**config.mk**
```make
export PLATFORM = sky130hd
export DESIGN_NAME = gaze_ray_screen_intersection_top
export DESIGN_NICKNAME = d
export VERILOG_FILES = /design/src/hdl/grsi_pkg.sv /design/src/hdl/grsi_mdu.sv /design/src/hdl/gaze_ray_screen_intersection_top.sv
export SDC_FILE = /design/constraint.sdc
export NUM_CORES = 2
export LEC_CHECK = 0
export BUFFER_PORTS_ARGS = -buffer_cell sky130_fd_sc_hd__buf_2
export CAP_MARGIN = 20
export CORE_MARGIN = 4
export CORE_UTILIZATION = 64
export CTS_CLUSTER_DIAMETER = 150
export DETAILED_ROUTE_END_ITERATION = 16
export PLACE_DENSITY = 0.79
export RECOVER_POWER = 25
export SYNTH_ARGS = -nofsm -noshare
export SYNTH_HDL_FRONTEND = slang
export SYNTH_SLANG_ARGS = --single-unit
```
**constraint.sdc**
```tcl
create_clock -name i_clk -period 10.53 [get_ports i_clk]
set_input_delay 2.106 -clock i_clk [delete_from_list [all_inputs] [get_ports i_clk]]
set_output_delay 2.106 -clock i_clk [all_outputs]
set_load 0.05 [all_outputs]
```
**src/hdl/grsi_pkg.sv**
```systemverilog
`default_nettype none

package grsi_pkg;

    localparam int COORD_WIDTH = 32;
    localparam int FRAC_BITS   = 16;
    localparam int TRIG_FRAC   = 16;
    localparam int HEIGHT_W    = 12;
    localparam int TRIG_W      = 17;
    localparam int QCAP        = 62;
    localparam int CFG_IDX_W   = 2;
    localparam int CFG_DATA_W  = 17;

    // Datapath widths for the default fraction width.
    localparam int OFF_W_DEF  = TRIG_W + HEIGHT_W
                              + ((FRAC_BITS > TRIG_FRAC) ? FRAC_BITS - TRIG_FRAC : 0);
    localparam int H_W_DEF    = ((COORD_WIDTH > OFF_W_DEF) ? COORD_WIDTH : OFF_W_DEF) + 2;
    localparam int DEN_W      = COORD_WIDTH + TRIG_W + 1;
    localparam int PROD_W_DEF = H_W_DEF + TRIG_W + 1 + COORD_WIDTH;

    localparam logic [HEIGHT_W-1:0] HEIGHT_RST = 12'd320;
    localparam logic [TRIG_W-1:0]   COS_RST    = 17'd46341;
    localparam logic [TRIG_W-1:0]   SIN_RST    = 17'd46341;

    localparam logic [CFG_IDX_W-1:0] REG_SCREEN_HEIGHT = 2'd0;
    localparam logic [CFG_IDX_W-1:0] REG_TILT_COS      = 2'd1;
    localparam logic [CFG_IDX_W-1:0] REG_TILT_SIN      = 2'd2;

    localparam logic CMD_POS = 1'b0;
    localparam logic CMD_DIR = 1'b1;

    typedef struct packed {
        logic                          cmd;
        logic signed [COORD_WIDTH-1:0] comp_x;
        logic signed [COORD_WIDTH-1:0] comp_y;
        logic signed [COORD_WIDTH-1:0] comp_z;
    } t_in_item;

    typedef struct packed {
        logic signed [COORD_WIDTH-1:0] gaze_x;
        logic signed [COORD_WIDTH-1:0] gaze_y;
        logic signed [COORD_WIDTH-1:0] gaze_z;
        logic                          parallel;
        logic                          saturated;
    } t_out_item;

    typedef enum logic {
        MDU_MUL,
        MDU_DIV
    } t_mdu_op;

    typedef struct packed {
        logic    start;
        t_mdu_op op;
    } t_mdu_cmd;

    typedef struct packed {
        logic done;
        logic big;
    } t_mdu_sts;

endpackage

`default_nettype wire

```
**src/hdl/grsi_mdu.sv**
```systemverilog
`default_nettype none

// Shared multiply / divide unit. Multiply is shift-and-add, one multiplier
// bit per cycle, and ends as soon as the remaining multiplier bits are zero.
// Divide is restoring long division of a MUL_W-bit dividend by a DIV_W-bit
// divisor with the quotient capped at 2**QCAP: the cap is checked first, then
// one quotient bit is produced per cycle.
module grsi_mdu #(
    parameter int MUL_W = grsi_pkg::PROD_W_DEF,
    parameter int DIV_W = grsi_pkg::DEN_W
) (
    input  wire logic               i_clk,
    input  wire logic               i_rst_n,
    input  grsi_pkg::t_mdu_cmd      i_cmd,
    input  wire logic [MUL_W-1:0]   i_a,
    input  wire logic [DIV_W-1:0]   i_b,
    output grsi_pkg::t_mdu_sts      o_sts,
    output logic      [MUL_W-1:0]   o_res
);

    localparam int QCAP  = grsi_pkg::QCAP;
    localparam int HI_W  = MUL_W - QCAP;
    localparam int CMP_W = (HI_W > DIV_W) ? HI_W : DIV_W;
    localparam int CNT_W = $clog2(QCAP + 1);

    typedef enum logic [1:0] {
        M_IDLE,
        M_MUL,
        M_DIV
    } t_state;

    t_state             r_state;
    logic [MUL_W-1:0]   r_acc;
    logic [MUL_W-1:0]   r_a;
    logic [DIV_W-1:0]   r_b;
    logic [DIV_W-1:0]   r_rem;
    logic [CNT_W-1:0]   r_cnt;
    logic               r_done;
    logic               r_big;

    logic [HI_W-1:0]    w_hi;
    logic               w_big;
    logic [DIV_W:0]     w_trial;
    logic [DIV_W:0]     w_diff;
    logic               w_fit;
    logic [MUL_W-1:0]   w_sum;

    // The quotient reaches the cap exactly when the dividend bits above the
    // cap already hold at least one divisor.
    assign w_hi    = i_a[MUL_W-1:QCAP];
    assign w_big   = CMP_W'(w_hi) >= CMP_W'(i_b);

    assign w_trial = {r_rem, r_a[QCAP-1]};
    assign w_diff  = w_trial - {1'b0, r_b};
    assign w_fit   = ~w_diff[DIV_W];
    assign w_sum   = r_acc + r_a;

    always_ff @(posedge i_clk) begin
        if (!i_rst_n) begin
            r_state <= M_IDLE;
            r_done  <= 1'b0;
            r_big   <= 1'b0;
        end else begin
            r_done <= 1'b0;
            case (r_state)
                M_IDLE: begin
                    if (i_cmd.start) begin
                        r_acc <= '0;
                        r_b   <= i_b;
                        r_big <= 1'b0;
                        if (i_cmd.op == grsi_pkg::MDU_MUL) begin
                            r_a     <= i_a;
                            r_state <= M_MUL;
                        end else if (w_big) begin
                            r_big  <= 1'b1;
                            r_done <= 1'b1;
                        end else begin
                            // The upper part is below the divisor, so it fits.
                            r_rem   <= DIV_W'(w_hi);
                            r_a     <= i_a;
                            r_cnt   <= CNT_W'(QCAP);
                            r_state <= M_DIV;
                        end
                    end
                end
                M_MUL: begin
                    if (r_b == '0) begin
                        r_done  <= 1'b1;
                        r_state <= M_IDLE;
                    end else begin
                        if (r_b[0]) begin
                            r_acc <= w_sum;
                        end
                        r_a <= r_a << 1;
                        r_b <= r_b >> 1;
                    end
                end
                M_DIV: begin
                    r_acc <= {r_acc[MUL_W-2:0], w_fit};
                    r_rem <= w_fit ? w_diff[DIV_W-1:0] : w_trial[DIV_W-1:0];
                    r_a   <= r_a << 1;
                    r_cnt <= r_cnt - 1'b1;
                    if (r_cnt == CNT_W'(1)) begin
                        r_done  <= 1'b1;
                        r_state <= M_IDLE;
                    end
                end
                default: begin
                    r_state <= M_IDLE;
                end
            endcase
        end
    end

    assign o_sts.done = r_done;
    assign o_sts.big  = r_big;
    assign o_res      = r_acc;

    a_start_when_idle: assert property (@(posedge i_clk) disable iff (!i_rst_n)
        i_cmd.start |-> r_state == M_IDLE)
        else $error("mdu started while busy");

    a_rem_below_divisor: assert property (@(posedge i_clk) disable iff (!i_rst_n)
        r_state == M_DIV |-> r_rem < r_b)
        else $error("mdu partial remainder not below divisor");

    a_done_in_idle: assert property (@(posedge i_clk) disable iff (!i_rst_n)
        r_done |-> r_state == M_IDLE)
        else $error("mdu done flag outside idle");

endmodule

`default_nettype wire

```
**src/hdl/gaze_ray_screen_intersection_top.sv**
```systemverilog
`default_nettype none

// Channel  Dir  Handshake                  Payload
// in       in   i_in_valid / o_in_stall    i_in_data  (grsi_pkg::t_in_item)
// out      out  o_out_valid / i_out_stall  o_out_data (grsi_pkg::t_out_item)
// cfg      in   i_cfg_we                   i_cfg_idx, i_cfg_data
//
// A position request is stored as the new head and gives no result.
// A direction request runs twelve operations on the one shared multiply/divide
// unit: six short multiplies, then three multiplies and three capped divides
// of 62 steps each; a ray parallel to the screen ends after the first six.
// o_in_stall is high from the accept of a direction request until its result
// is in the output register, which holds one result while the next request
// is taken. Synchronous reset restores the register defaults and a zero head.
module gaze_ray_screen_intersection_top #(
    parameter int FRAC_BITS = grsi_pkg::FRAC_BITS
) (
    input  wire logic                              i_clk,
    input  wire logic                              i_rst_n,
    input  wire logic                              i_in_valid,
    output logic                                   o_in_stall,
    input  grsi_pkg::t_in_item                     i_in_data,
    output logic                                   o_out_valid,
    input  wire logic                              i_out_stall,
    output grsi_pkg::t_out_item                    o_out_data,
    input  wire logic                              i_cfg_we,
    input  wire logic [grsi_pkg::CFG_IDX_W-1:0]    i_cfg_idx,
    input  wire logic [grsi_pkg::CFG_DATA_W-1:0]   i_cfg_data
);

    localparam int CW     = grsi_pkg::COORD_WIDTH;
    localparam int TW     = grsi_pkg::TRIG_W;
    localparam int HTW    = grsi_pkg::HEIGHT_W;
    localparam int QCAP   = grsi_pkg::QCAP;
    localparam int TF     = grsi_pkg::TRIG_FRAC;
    localparam int SHL    = (FRAC_BITS >= TF) ? FRAC_BITS - TF : 0;
    localparam int SHR    = (FRAC_BITS < TF) ? TF - FRAC_BITS : 0;
    localparam int PSM_W  = TW + HTW;
    localparam int OFF_W  = PSM_W + SHL;
    localparam int H_W    = ((CW > OFF_W) ? CW : OFF_W) + 2;
    localparam int NUM_W  = H_W + TW + 1;
    localparam int DEN_W  = CW + TW + 1;
    localparam int MUL_W  = NUM_W + CW;
    localparam int SUM_W  = QCAP + 2;

    typedef enum logic [1:0] {
        S_IDLE,
        S_RUN,
        S_WAIT,
        S_FIN
    } t_state;

    // Operation order: two screen offsets, numerator, denominator, then a
    // multiply and a divide for each point component.
    typedef enum logic [2:0] {
        ST_SH,
        ST_CH,
        ST_CN,
        ST_SN,
        ST_CD,
        ST_SD,
        ST_MP,
        ST_DV
    } t_step;

    function automatic logic [CW-1:0] mag_c(input logic signed [CW-1:0] x);
        mag_c = x[CW-1] ? CW'(-x) : CW'(x);
    endfunction

    function automatic logic [H_W-1:0] mag_h(input logic signed [H_W-1:0] x);
        mag_h = x[H_W-1] ? H_W'(-x) : H_W'(x);
    endfunction

    t_state                     r_state;
    t_step                      r_step;
    logic [1:0]                 r_idx;
    logic [HTW-1:0]             r_height;
    logic [TW-1:0]              r_cos;
    logic [TW-1:0]              r_sin;
    logic signed [CW-1:0]       r_px;
    logic signed [CW-1:0]       r_py;
    logic signed [CW-1:0]       r_pz;
    logic signed [H_W-1:0]      r_h    [3];
    logic [CW-1:0]              r_vmag [3];
    logic                       r_vneg [3];
    logic signed [CW-1:0]       r_g    [3];
    logic signed [NUM_W:0]      r_num;
    logic signed [DEN_W:0]      r_den;
    logic                       r_sat;
    logic                       r_par;
    logic                       r_out_valid;
    grsi_pkg::t_out_item        r_out;

    grsi_pkg::t_mdu_cmd         w_cmd;
    grsi_pkg::t_mdu_sts         w_sts;
    logic [MUL_W-1:0]           w_a;
    logic [DEN_W-1:0]           w_b;
    logic [MUL_W-1:0]           w_mdu_res;

    logic                       w_in_acc;
    logic                       w_out_free;
    logic [OFF_W-1:0]           w_off;
    logic signed [NUM_W:0]      w_pn;
    logic signed [DEN_W:0]      w_pd;
    logic signed [DEN_W:0]      w_den_next;
    logic [NUM_W:0]             w_num_neg;
    logic [DEN_W:0]             w_den_neg;
    logic [NUM_W-1:0]           w_num_mag;
    logic [DEN_W-1:0]           w_den_mag;
    logic [SUM_W-1:0]           w_term;
    logic                       w_tneg;
    logic signed [SUM_W-1:0]    w_hsel;
    logic signed [SUM_W-1:0]    w_sum;
    logic                       w_ovf_pos;
    logic                       w_ovf_neg;
    logic signed [CW-1:0]       w_clamp;

    assign o_in_stall = !i_rst_n || (r_state != S_IDLE);
    assign w_in_acc   = i_in_valid && !o_in_stall;
    assign w_out_free = !r_out_valid || !i_out_stall;

    assign w_off      = (OFF_W'(w_mdu_res[PSM_W-1:0]) << SHL) >> SHR;
    assign w_pn       = signed'({1'b0, w_mdu_res[NUM_W-1:0]});
    assign w_pd       = signed'({1'b0, w_mdu_res[DEN_W-1:0]});
    assign w_den_next = r_vneg[2] ? r_den + w_pd : r_den - w_pd;

    assign w_num_neg  = -r_num;
    assign w_den_neg  = -r_den;
    assign w_num_mag  = r_num[NUM_W] ? w_num_neg[NUM_W-1:0] : r_num[NUM_W-1:0];
    assign w_den_mag  = r_den[DEN_W] ? w_den_neg[DEN_W-1:0] : r_den[DEN_W-1:0];

    // t = -num/den, so a term is negative when num, v and den carry an even
    // number of minus signs.
    assign w_term     = w_sts.big ? (SUM_W'(1) << QCAP) : SUM_W'(w_mdu_res[QCAP-1:0]);
    assign w_tneg     = ~(r_num[NUM_W] ^ r_vneg[r_idx] ^ r_den[DEN_W]);
    assign w_hsel     = SUM_W'(r_h[r_idx]);
    assign w_sum      = w_tneg ? w_hsel - signed'(w_term) : w_hsel + signed'(w_term);
    assign w_ovf_pos  = !w_sum[SUM_W-1] && (|w_sum[SUM_W-2:CW-1]);
    assign w_ovf_neg  = w_sum[SUM_W-1] && !(&w_sum[SUM_W-2:CW-1]);

    always_comb begin
        if (w_ovf_pos) begin
            w_clamp = {1'b0, {(CW-1){1'b1}}};
        end else if (w_ovf_neg) begin
            w_clamp = {1'b1, {(CW-1){1'b0}}};
        end else begin
            w_clamp = w_sum[CW-1:0];
        end
    end

    assign w_cmd.start = (r_state == S_RUN);
    assign w_cmd.op    = (r_step == ST_DV) ? grsi_pkg::MDU_DIV : grsi_pkg::MDU_MUL;

    always_comb begin
        case (r_step)
            ST_SH: begin
                w_a = MUL_W'(r_height);
                w_b = DEN_W'(r_sin);
            end
            ST_CH: begin
                w_a = MUL_W'(r_height);
                w_b = DEN_W'(r_cos);
            end
            ST_CN: begin
                w_a = MUL_W'(mag_h(r_h[1]));
                w_b = DEN_W'(r_cos);
            end
            ST_SN: begin
                w_a = MUL_W'(mag_h(r_h[2]));
                w_b = DEN_W'(r_sin);
            end
            ST_CD: begin
                w_a = MUL_W'(r_vmag[1]);
                w_b = DEN_W'(r_cos);
            end
            ST_SD: begin
                w_a = MUL_W'(r_vmag[2]);
                w_b = DEN_W'(r_sin);
            end
            ST_MP: begin
                w_a = MUL_W'(w_num_mag);
                w_b = DEN_W'(r_vmag[r_idx]);
            end
            ST_DV: begin
                // The product from the step before still sits in the unit.
                w_a = w_mdu_res;
                w_b = w_den_mag;
            end
            default: begin
                w_a = '0;
                w_b = '0;
            end
        endcase
    end

    grsi_mdu #(
        .MUL_W (MUL_W),
        .DIV_W (DEN_W)
    ) u_mdu (
        .i_clk   (i_clk),
        .i_rst_n (i_rst_n),
        .i_cmd   (w_cmd),
        .i_a     (w_a),
        .i_b     (w_b),
        .o_sts   (w_sts),
        .o_res   (w_mdu_res)
    );

    always_ff @(posedge i_clk) begin
        if (!i_rst_n) begin
            r_state     <= S_IDLE;
            r_out_valid <= 1'b0;
            r_height    <= grsi_pkg::HEIGHT_RST;
            r_cos       <= grsi_pkg::COS_RST;
            r_sin       <= grsi_pkg::SIN_RST;
            r_px        <= '0;
            r_py        <= '0;
            r_pz        <= '0;
        end else begin
            if (i_cfg_we) begin
                case (i_cfg_idx)
                    grsi_pkg::REG_SCREEN_HEIGHT: r_height <= i_cfg_data[HTW-1:0];
                    grsi_pkg::REG_TILT_COS:      r_cos    <= i_cfg_data[TW-1:0];
                    grsi_pkg::REG_TILT_SIN:      r_sin    <= i_cfg_data[TW-1:0];
                    default: ;
                endcase
            end

            if (r_out_valid && !i_out_stall) begin
                r_out_valid <= 1'b0;
            end

            case (r_state)
                S_IDLE: begin
                    if (w_in_acc) begin
                        if (i_in_data.cmd == grsi_pkg::CMD_POS) begin
                            r_px <= i_in_data.comp_x;
                            r_py <= i_in_data.comp_y;
                            r_pz <= i_in_data.comp_z;
                        end else begin
                            // World frame: (-x, -z, -y) for both the head and the ray.
                            r_h[0]    <= -(H_W'(r_px));
                            r_h[1]    <= -(H_W'(r_pz));
                            r_h[2]    <= -(H_W'(r_py));
                            r_vmag[0] <= mag_c(i_in_data.comp_x);
                            r_vmag[1] <= mag_c(i_in_data.comp_z);
                            r_vmag[2] <= mag_c(i_in_data.comp_y);
                            r_vneg[0] <= !i_in_data.comp_x[CW-1] && (i_in_data.comp_x != '0);
                            r_vneg[1] <= !i_in_data.comp_z[CW-1] && (i_in_data.comp_z != '0);
                            r_vneg[2] <= !i_in_data.comp_y[CW-1] && (i_in_data.comp_y != '0);
                            r_g[0]    <= '0;
                            r_g[1]    <= '0;
                            r_g[2]    <= '0;
                            r_sat     <= 1'b0;
                            r_par     <= 1'b0;
                            r_idx     <= '0;
                            r_step    <= ST_SH;
                            r_state   <= S_RUN;
                        end
                    end
                end
                S_RUN: begin
                    r_state <= S_WAIT;
                end
                S_WAIT: begin
                    if (w_sts.done) begin
                        r_state <= S_RUN;
                        case (r_step)
                            ST_SH: begin
                                r_h[1] <= r_h[1] + signed'(H_W'(w_off));
                                r_step <= ST_CH;
                            end
                            ST_CH: begin
                                r_h[2] <= r_h[2] + signed'(H_W'(w_off));
                                r_step <= ST_CN;
                            end
                            ST_CN: begin
                                r_num  <= r_h[1][H_W-1] ? -w_pn : w_pn;
                                r_step <= ST_SN;
                            end
                            ST_SN: begin
                                r_num  <= r_h[2][H_W-1] ? r_num + w_pn : r_num - w_pn;
                                r_step <= ST_CD;
                            end
                            ST_CD: begin
                                r_den  <= r_vneg[1] ? -w_pd : w_pd;
                                r_step <= ST_SD;
                            end
                            ST_SD: begin
                                r_den  <= w_den_next;
                                r_step <= ST_MP;
                                // A ray parallel to the screen gives a zero point.
                                if (w_den_next == '0) begin
                                    r_par   <= 1'b1;
                                    r_state <= S_FIN;
                                end
                            end
                            ST_MP: begin
                                r_step <= ST_DV;
                            end
                            ST_DV: begin
                                r_g[r_idx] <= w_clamp;
                                r_sat      <= r_sat | w_ovf_pos | w_ovf_neg;
                                r_step     <= ST_MP;
                                if (r_idx == 2'd2) begin
                                    r_state <= S_FIN;
                                end else begin
                                    r_idx <= r_idx + 1'b1;
                                end
                            end
                            default: begin
                                r_state <= S_IDLE;
                            end
                        endcase
                    end
                end
                S_FIN: begin
                    if (w_out_free) begin
                        r_out.gaze_x    <= r_g[0];
                        r_out.gaze_y    <= r_g[1];
                        r_out.gaze_z    <= r_g[2];
                        r_out.parallel  <= r_par;
                        r_out.saturated <= r_sat;
                        r_out_valid     <= 1'b1;
                        r_state         <= S_IDLE;
                    end
                end
                default: begin
                    r_state <= S_IDLE;
                end
            endcase
        end
    end

    assign o_out_valid = r_out_valid;
    assign o_out_data  = r_out;

    a_done_while_waiting: assert property (@(posedge i_clk) disable iff (!i_rst_n)
        w_sts.done |-> r_state == S_WAIT)
        else $error("unit result arrived outside the wait state");

    a_dir_starts_run: assert property (@(posedge i_clk) disable iff (!i_rst_n)
        (w_in_acc && i_in_data.cmd == grsi_pkg::CMD_DIR) |=> r_state == S_RUN)
        else $error("direction request did not start the sequence");

    a_no_zero_divide: assert property (@(posedge i_clk) disable iff (!i_rst_n)
        (r_state == S_RUN && r_step == ST_DV) |-> r_den != '0)
        else $error("divide issued with a zero denominator");

    a_parallel_zero: assert property (@(posedge i_clk) disable iff (!i_rst_n)
        (r_out_valid && r_out.parallel) |-> (r_out.gaze_x == '0 && r_out.gaze_y == '0
            && r_out.gaze_z == '0 && !r_out.saturated))
        else $error("parallel result with a nonzero point or saturation");

endmodule

`default_nettype wire

```
# After elaboration in Yosys (flattened, before gate mapping)
# Memories as Yosys holds them, arrays and structs flattened. A register that Yosys moved wholly into a read port is not among the register bits.
# Index checks and enable logic that the tools add are counted.
# word_totals
regBits	536
latchBits	0
ramBits	297
rom_bits	0
in_bits	121
out_inout_bits	100
elab_cells	263
memories	4
# classes
addsub	24
multipliers	0
div_mod_pow	0
n_lt_le_gt_ge	1
n_eq_ne	32
shifts	0
muxes	111
bitwise_logic	8
n_reduce_logical	59
# memory_table
name	words	width	read_ports	rd_clocked_by_memory_dff	wr	line	source
r_h	3	34	3	1	3	gaze_ray_screen_intersection_top.sv:83	logic signed [H_W-1:0] r_h [3];
r_g	3	32	3	3	3	gaze_ray_screen_intersection_top.sv:86	logic signed [CW-1:0] r_g [3];
r_vmag	3	32	3	1	3	gaze_ray_screen_intersection_top.sv:84	logic [CW-1:0] r_vmag [3];
r_vneg	3	1	3	1	3	gaze_ray_screen_intersection_top.sv:85	logic r_vneg [3];
# ops
op	n
$mux W84	7
$pmux W84 S7	1
$pmux W84 S3	2
$mux W50	7
$pmux W50 S2	2
$pmux W50 S4	1
$mux W32	6
$mux W34	4
$mux W53	2
$pmux W53 S2	1
$mux W51	2
$neg A32 Y34	3
$pmux W51 S2	1
$neg A32 Y32	3
$reduce_bool A32 Y1	3
$add A84 B84 Y84	1
$add A34 B30 Y34	2
$neg A34 Y34	2
$add A34 B64 Y64	1
$mux W64	1
$reduce_or A32 Y1	2
$sub A34 B64 Y64	1
$mux W63	1
$add A53 B53 Y53	1
54 further kinds	178

# Depth between registers and ports, before layout
# depth
ltp_word	10
mapped_depth	31
ltp_nobuf	27

# Hierarchy
# A second synthesis with hierarchy kept.
# unflattened
cells_unflattened	8465
hier_area_um2	72961.2
# by_module_without_submodules
mod	n_inst	cells_each	area_per_inst_um2	seq_area_each_um2
gaze_ray_screen_intersection_top	1	6359	52372.7	18137.4
grsi_mdu	1	2106	20588.5	8308.0

# Worst setup path after synthesis
# Ideal clock, no wire load.
# synth_timing
kind	register to register
startpoint	register r_step[0]
endpoint	register u_mdu.r_a[0], enable pin
setup_ns	0.577
arrival_ns	8.951
required_ns	9.953
path_slack_ns	1.003
stages_incl_launch_ff	20
path_buffers	4
synth_period_minus_slack_ns	9.527
cell_sequence	edfxtp_1 > clkbuf_1 > buf_1 > clkbuf_1 > clkbuf_1 > mux4_2 > nand2_1 > o21ai_0 > ha_1 > nand2b_1 > a21o_1 > a21o_1 > a21o_1 > a21o_1 > a2111oi_0 > o21ai_0 > a221oi_1 > o21ai_0 > a211o_1 > a31oi_1
# synth_between
elab_chain_cells	6
elab_cells_between_ends	17
classes_between	order compare: 1; eq/ne: 8; mux: 3; reduce/logical: 5
# synth_lines
element	line	source
start, declared	gaze_ray_screen_intersection_top.sv:75	t_step r_step;
start signal, assigned	gaze_ray_screen_intersection_top.sv:257	r_step <= ST_SH;
start signal, assigned	gaze_ray_screen_intersection_top.sv:271	r_step <= ST_CH;
start signal, assigned	gaze_ray_screen_intersection_top.sv:275	r_step <= ST_CN;
$eq A3 B1 Y1 (tied with other cells)	gaze_ray_screen_intersection_top.sv:155	case (r_step)
$reduce_or A2 Y1 (no source line) / $reduce_or A3 Y1 (equally long branches)	--	
$pmux W84 S7 / $pmux W50 S4 (equally long branches)	gaze_ray_screen_intersection_top.sv:155	
$ge A22 B50 Y1	grsi_mdu.sv:51	assign w_big = CMP_W'(w_hi) >= CMP_W'(i_b);
$ne A3 B3 Y1 (no source line) *	--	
$reduce_and A5 Y1 (no source line) *	--	
end signal, assigned	grsi_mdu.sv:72	r_a <= i_a;
end signal, assigned	grsi_mdu.sv:80	r_a <= i_a;
end signal, assigned	grsi_mdu.sv:94	r_a <= r_a << 1;
end, declared	grsi_mdu.sv:34	logic [MUL_W-1:0] r_a;
# Mark *: on every way between the ends. The rest lies on a longest branch, timed or not.
# A chain may end at the register's enable or synchronous reset.

==> impl_metrics.toml <==
[critical_path]
timing.critical_path.max_delay_family = "simple AND/OR/NAND/NOR gates"
critical_path.reg2reg.startpoint = "u_mdu.o_res[12]$_SDFFCE_PN0P_"
reg2regPathDepth = 26
timing.critical_path.slowest_cell_delay_ns = 0.64
crit_path_start_kind = "flop"
setup_slack_on_the_worst_flop_to_flop_path_ns = 1.35
timing.critical_path.mode_cell = "sky130_fd_sc_hd__nand3_1"
cp-startpoint = "u_mdu.o_res[12]$_SDFFCE_PN0P_"
cp_data_required_time_ns = 11.09
arrival_ns = 9.74
worst_setup_path_end_kind = "flop"
worst_setup_path_category = "flop to flop"
r2r_end = "r_g[0][15]$_SDFFCE_PN0P_"
critical_path_stages = 26
worst-path-max-fanout = 25
slowest_stage_cell_cp = "sky130_fd_sc_hd__edfxtp_1"
crit_path_end = "r_g[0][15]$_SDFFCE_PN0P_"
crit_path_buf_inv_count = 2

[sta]
min_period_ns = 9.18
clock.fmax_ghz = 0.109
worst_case_clock_skew_ns = 0.0739
hold_viol_final = 0
rsz_0062_raised_after_global_routing = "no"
worst_slew_margin_rel_pct = -195
fin_crit_sh_pct = 87.2
setup_viol = 0
sum_of_negative_setup_slack_ns = 0
tightestPinTransition_ns = 4.42
slew_viol_final = 1005
fin_ws_ns = 1.35

[run_status]
violated_checks = "capacitance limit, slew limit"
run_status = "finished, violations left"

[logic_synthesis]
synthDominantAreaCellType = "sky130_fd_sc_hd__edfxtp_1"
synthArstFlopShare_pct = 0
ys_seq_elements = 931
postSynthNetCount = 8675
mapped_area_um2 = 71200
yosys_warnings = 0
synth_cell_types = 108
yosys.area.top_type_share_pct = 32.9
ys_dominant_reg_cell = "sky130_fd_sc_hd__edfxtp_1"
ys_top_cells_by_area = "sky130_fd_sc_hd__edfxtp_1 (33%), sky130_fd_sc_hd__nand2_1 (6.6%), sky130_fd_sc_hd__ha_1 (6.5%)"
syn-instance-count = 8176
syn_avg_cell_area_um2 = 8.70
number_of_synthesized_flops_with_an_enable_pin = 780
synth_seq_area_share_pct = 37.2

[cells_and_area]
most-common-layout-cells = "sky130_fd_sc_hd__nand2_1 (1244), sky130_fd_sc_hd__edfxtp_1 (780), sky130_fd_sc_hd__o21ai_0 (652)"
synthToLayoutAreaGrowth_pct = 7.67
finish.net_count = 8650
fillCellCount = 8951
post_route_cells_drive_above_1_share_pct = 7.15
multi_input_area_um2 = 42200
layout_commonest_cell = "sky130_fd_sc_hd__nand2_1"
final-seq-area_um2 = 26500

[power_and_ir_drop]
power.internal_uw = 7690
worst_ir_drop_on_vdd_mv = 0.172
relative_contribution_of_sequential_cells_to_total_power_pct = 38.1
comb_power_share_pct = 30.5
share_clk_of_total_power_pct = 31.4
pwr_total_uw = 11900
power_switching_uw = 4170
pwr_density_cell_nw_per_um2 = 155
switching_share_pct = 35.2
leakagePower_uw = 0.0298

[routing]
dr.first_iter.drc_count = 8790
route.final.wire_length_mm = 252
via_count = 65457
routed_wire_length_per_instance_um = 25.9
drt_pass1_iterations = 9
drt_drc_violations_left = 0
via_per_inst = 6.72
ant_nets = 0

[placement]
place_congestion = 1.05
port_buffers = 220
place.detailed.hpwl_mm = 193
preCtsSetupSlack_ns = 1.62

[clock_tree]
cts_setup_buffers = 0
worstSkewPairLatency_ns = 0.74
cts.path.max_buffers = 3
cts_inserted_buffers = 103
clock_edge_transition_at_the_registers_on_the_reported_setup_and_hold_paths_ns = 0.06
numClockSinks = 931
cts-htree-levels = 3
cts_tree = "yes"
post_cts_hold_buffer_count = 0
cts.repair.resized = 0
cts_root_buffer = "sky130_fd_sc_hd__clkbuf_16"

[grt]
via_count_of_the_first_global_routing_pass = 61201
maximum_number_of_pins_on_one_net_before_global_route_repair = 104
grt_antenna_before_repair = 22
grt_pass1_wl_mm = 375
grt_overflow_total = 0
global_route.usage.total_pct = 41.8

[die]
die_height_um = 341
die_outline_width_um = 341
floorplan.initialDensity_pct = 64.4
floorplan.core_area_um2 = 111000
rows = 122
i_o_pin_cnt = 221
die_area_um2 = 117000

[flow_run]
maxCapViolations = 21

[min_path]
holdCritPathClass = "flop to flop"
## worst min path at each step
| stage | start | to | depth (start not counted) |
|---|---|---|---|
| 2_1_floorplan | r_g[2][8]$_SDFFCE_PN0P_ | o_out_data[10]$_DFFE_PP_ | 0 |
| 5_1_grt | r_g[1][19]$_SDFFCE_PN0P_ | o_out_data[53]$_DFFE_PP_ | 0 |
| 6_report | r_g[2][27]$_SDFFCE_PN0P_ | o_out_data[29]$_DFFE_PP_ | 0 |
| 3_5_place_dp | r_g[2][9]$_SDFFCE_PN0P_ | o_out_data[11]$_DFFE_PP_ | 0 |
| 4_1_cts | r_g[1][13]$_SDFFCE_PN0P_ | o_out_data[47]$_DFFE_PP_ | 0 |
| 3_3_place_gp | r_g[0][22]$_SDFFCE_PN0P_ | o_out_data[88]$_DFFE_PP_ | 0 |
## Yosys cell counts, types with 77 or more instances
cell type,number
sky130_fd_sc_hd__o31ai_1,96
sky130_fd_sc_hd__nor2_1,607
sky130_fd_sc_hd__nor4_1,91
sky130_fd_sc_hd__nand4_1,77
sky130_fd_sc_hd__edfxtp_1,780
sky130_fd_sc_hd__nor3_1,133
sky130_fd_sc_hd__or3_1,102
sky130_fd_sc_hd__a21oi_1,482
sky130_fd_sc_hd__nand3_1,153
sky130_fd_sc_hd__nand2b_1,81
sky130_fd_sc_hd__clkbuf_1,385
sky130_fd_sc_hd__xor2_1,337
sky130_fd_sc_hd__xnor2_1,510
sky130_fd_sc_hd__ha_1,372
sky130_fd_sc_hd__mux2i_1,174
sky130_fd_sc_hd__dfxtp_1,151
sky130_fd_sc_hd__o21ai_0,653
sky130_fd_sc_hd__a21boi_0,139
sky130_fd_sc_hd__inv_1,238
sky130_fd_sc_hd__nor2b_1,112
sky130_fd_sc_hd__nand2_1,1245
sky130_fd_sc_hd__a21o_1,198
## per-layer routing
layer | global-route usage [%] | vias to the layer above | share of wire, %
met5 | 0 | - | 0.015
met4 | 25.7 | 6 | 7.5
met3 | 8.74 | 780 | 11
met2 | 64.7 | 3954 | 44
met1 | 54.0 | 31133 | 37
li1 | - | 29584 | -
## power groups by stage
stage	combinational, uW	clock [uW]	sequential (uW)
after floorplan	2590	0	4450
after global placement	3430	0	4560
after detailed placement	3470	0	4570
after CTS	3500	3740	4500
after global routing	3910	3890	4520
final	3620	3720	4510
## registers in the layout, indices dropped and copies added (netlist names), 6 cells and up, named ones only
register     count
r_den           51
o_out_data      98
r_cos           17
r_h            102
u_mdu.o_res     84
r_height        12
r_sin           17
r_py            32
u_mdu.r_cnt      6
u_mdu.r_b       50
r_px            32
r_vmag          96
r_g             96
u_mdu.r_rem     50
r_num           53
r_pz            32
u_mdu.r_a       84
## kinds of logic after synthesis
logic type      count (synthesis)  synth area share [%]
compound gates               2226                  19.7
xor+xnor                      847                  10.4
fa+ha+maj                     378                  6.71
buf+inv                       694                  3.80
flops                         931                  37.2
mux                           225                  3.44
simple gates                 2875                  18.7
## final cells by class
type,instances,area share [%]
multi-input cells,6551,55.0
flip-flops and latches,931,34.5
clock buffers,133,3.67
well taps,1488,2.43
repair buffers,324,2.31
inverters,240,1.18
clock inverters,58,0.826
diodes,10,0.0327
## metrics by stage
stage | instance area, um^2 | util, % | instances | hold WS, ns
final | 76600 | 69.3 | 9735 | 0.417
after global routing | 76600 | 69.3 | 9730 | 0.423
after CTS | 76700 | 69.4 | 9723 | 0.419
after detailed placement | 73300 | 66.3 | 9532 | 0.405
after global placement | 73200 | 66.3 | 9528 | 0.401
after floorplan | 71200 | - | 8176 | 0.400
Power figures use the tool's default switching activity.
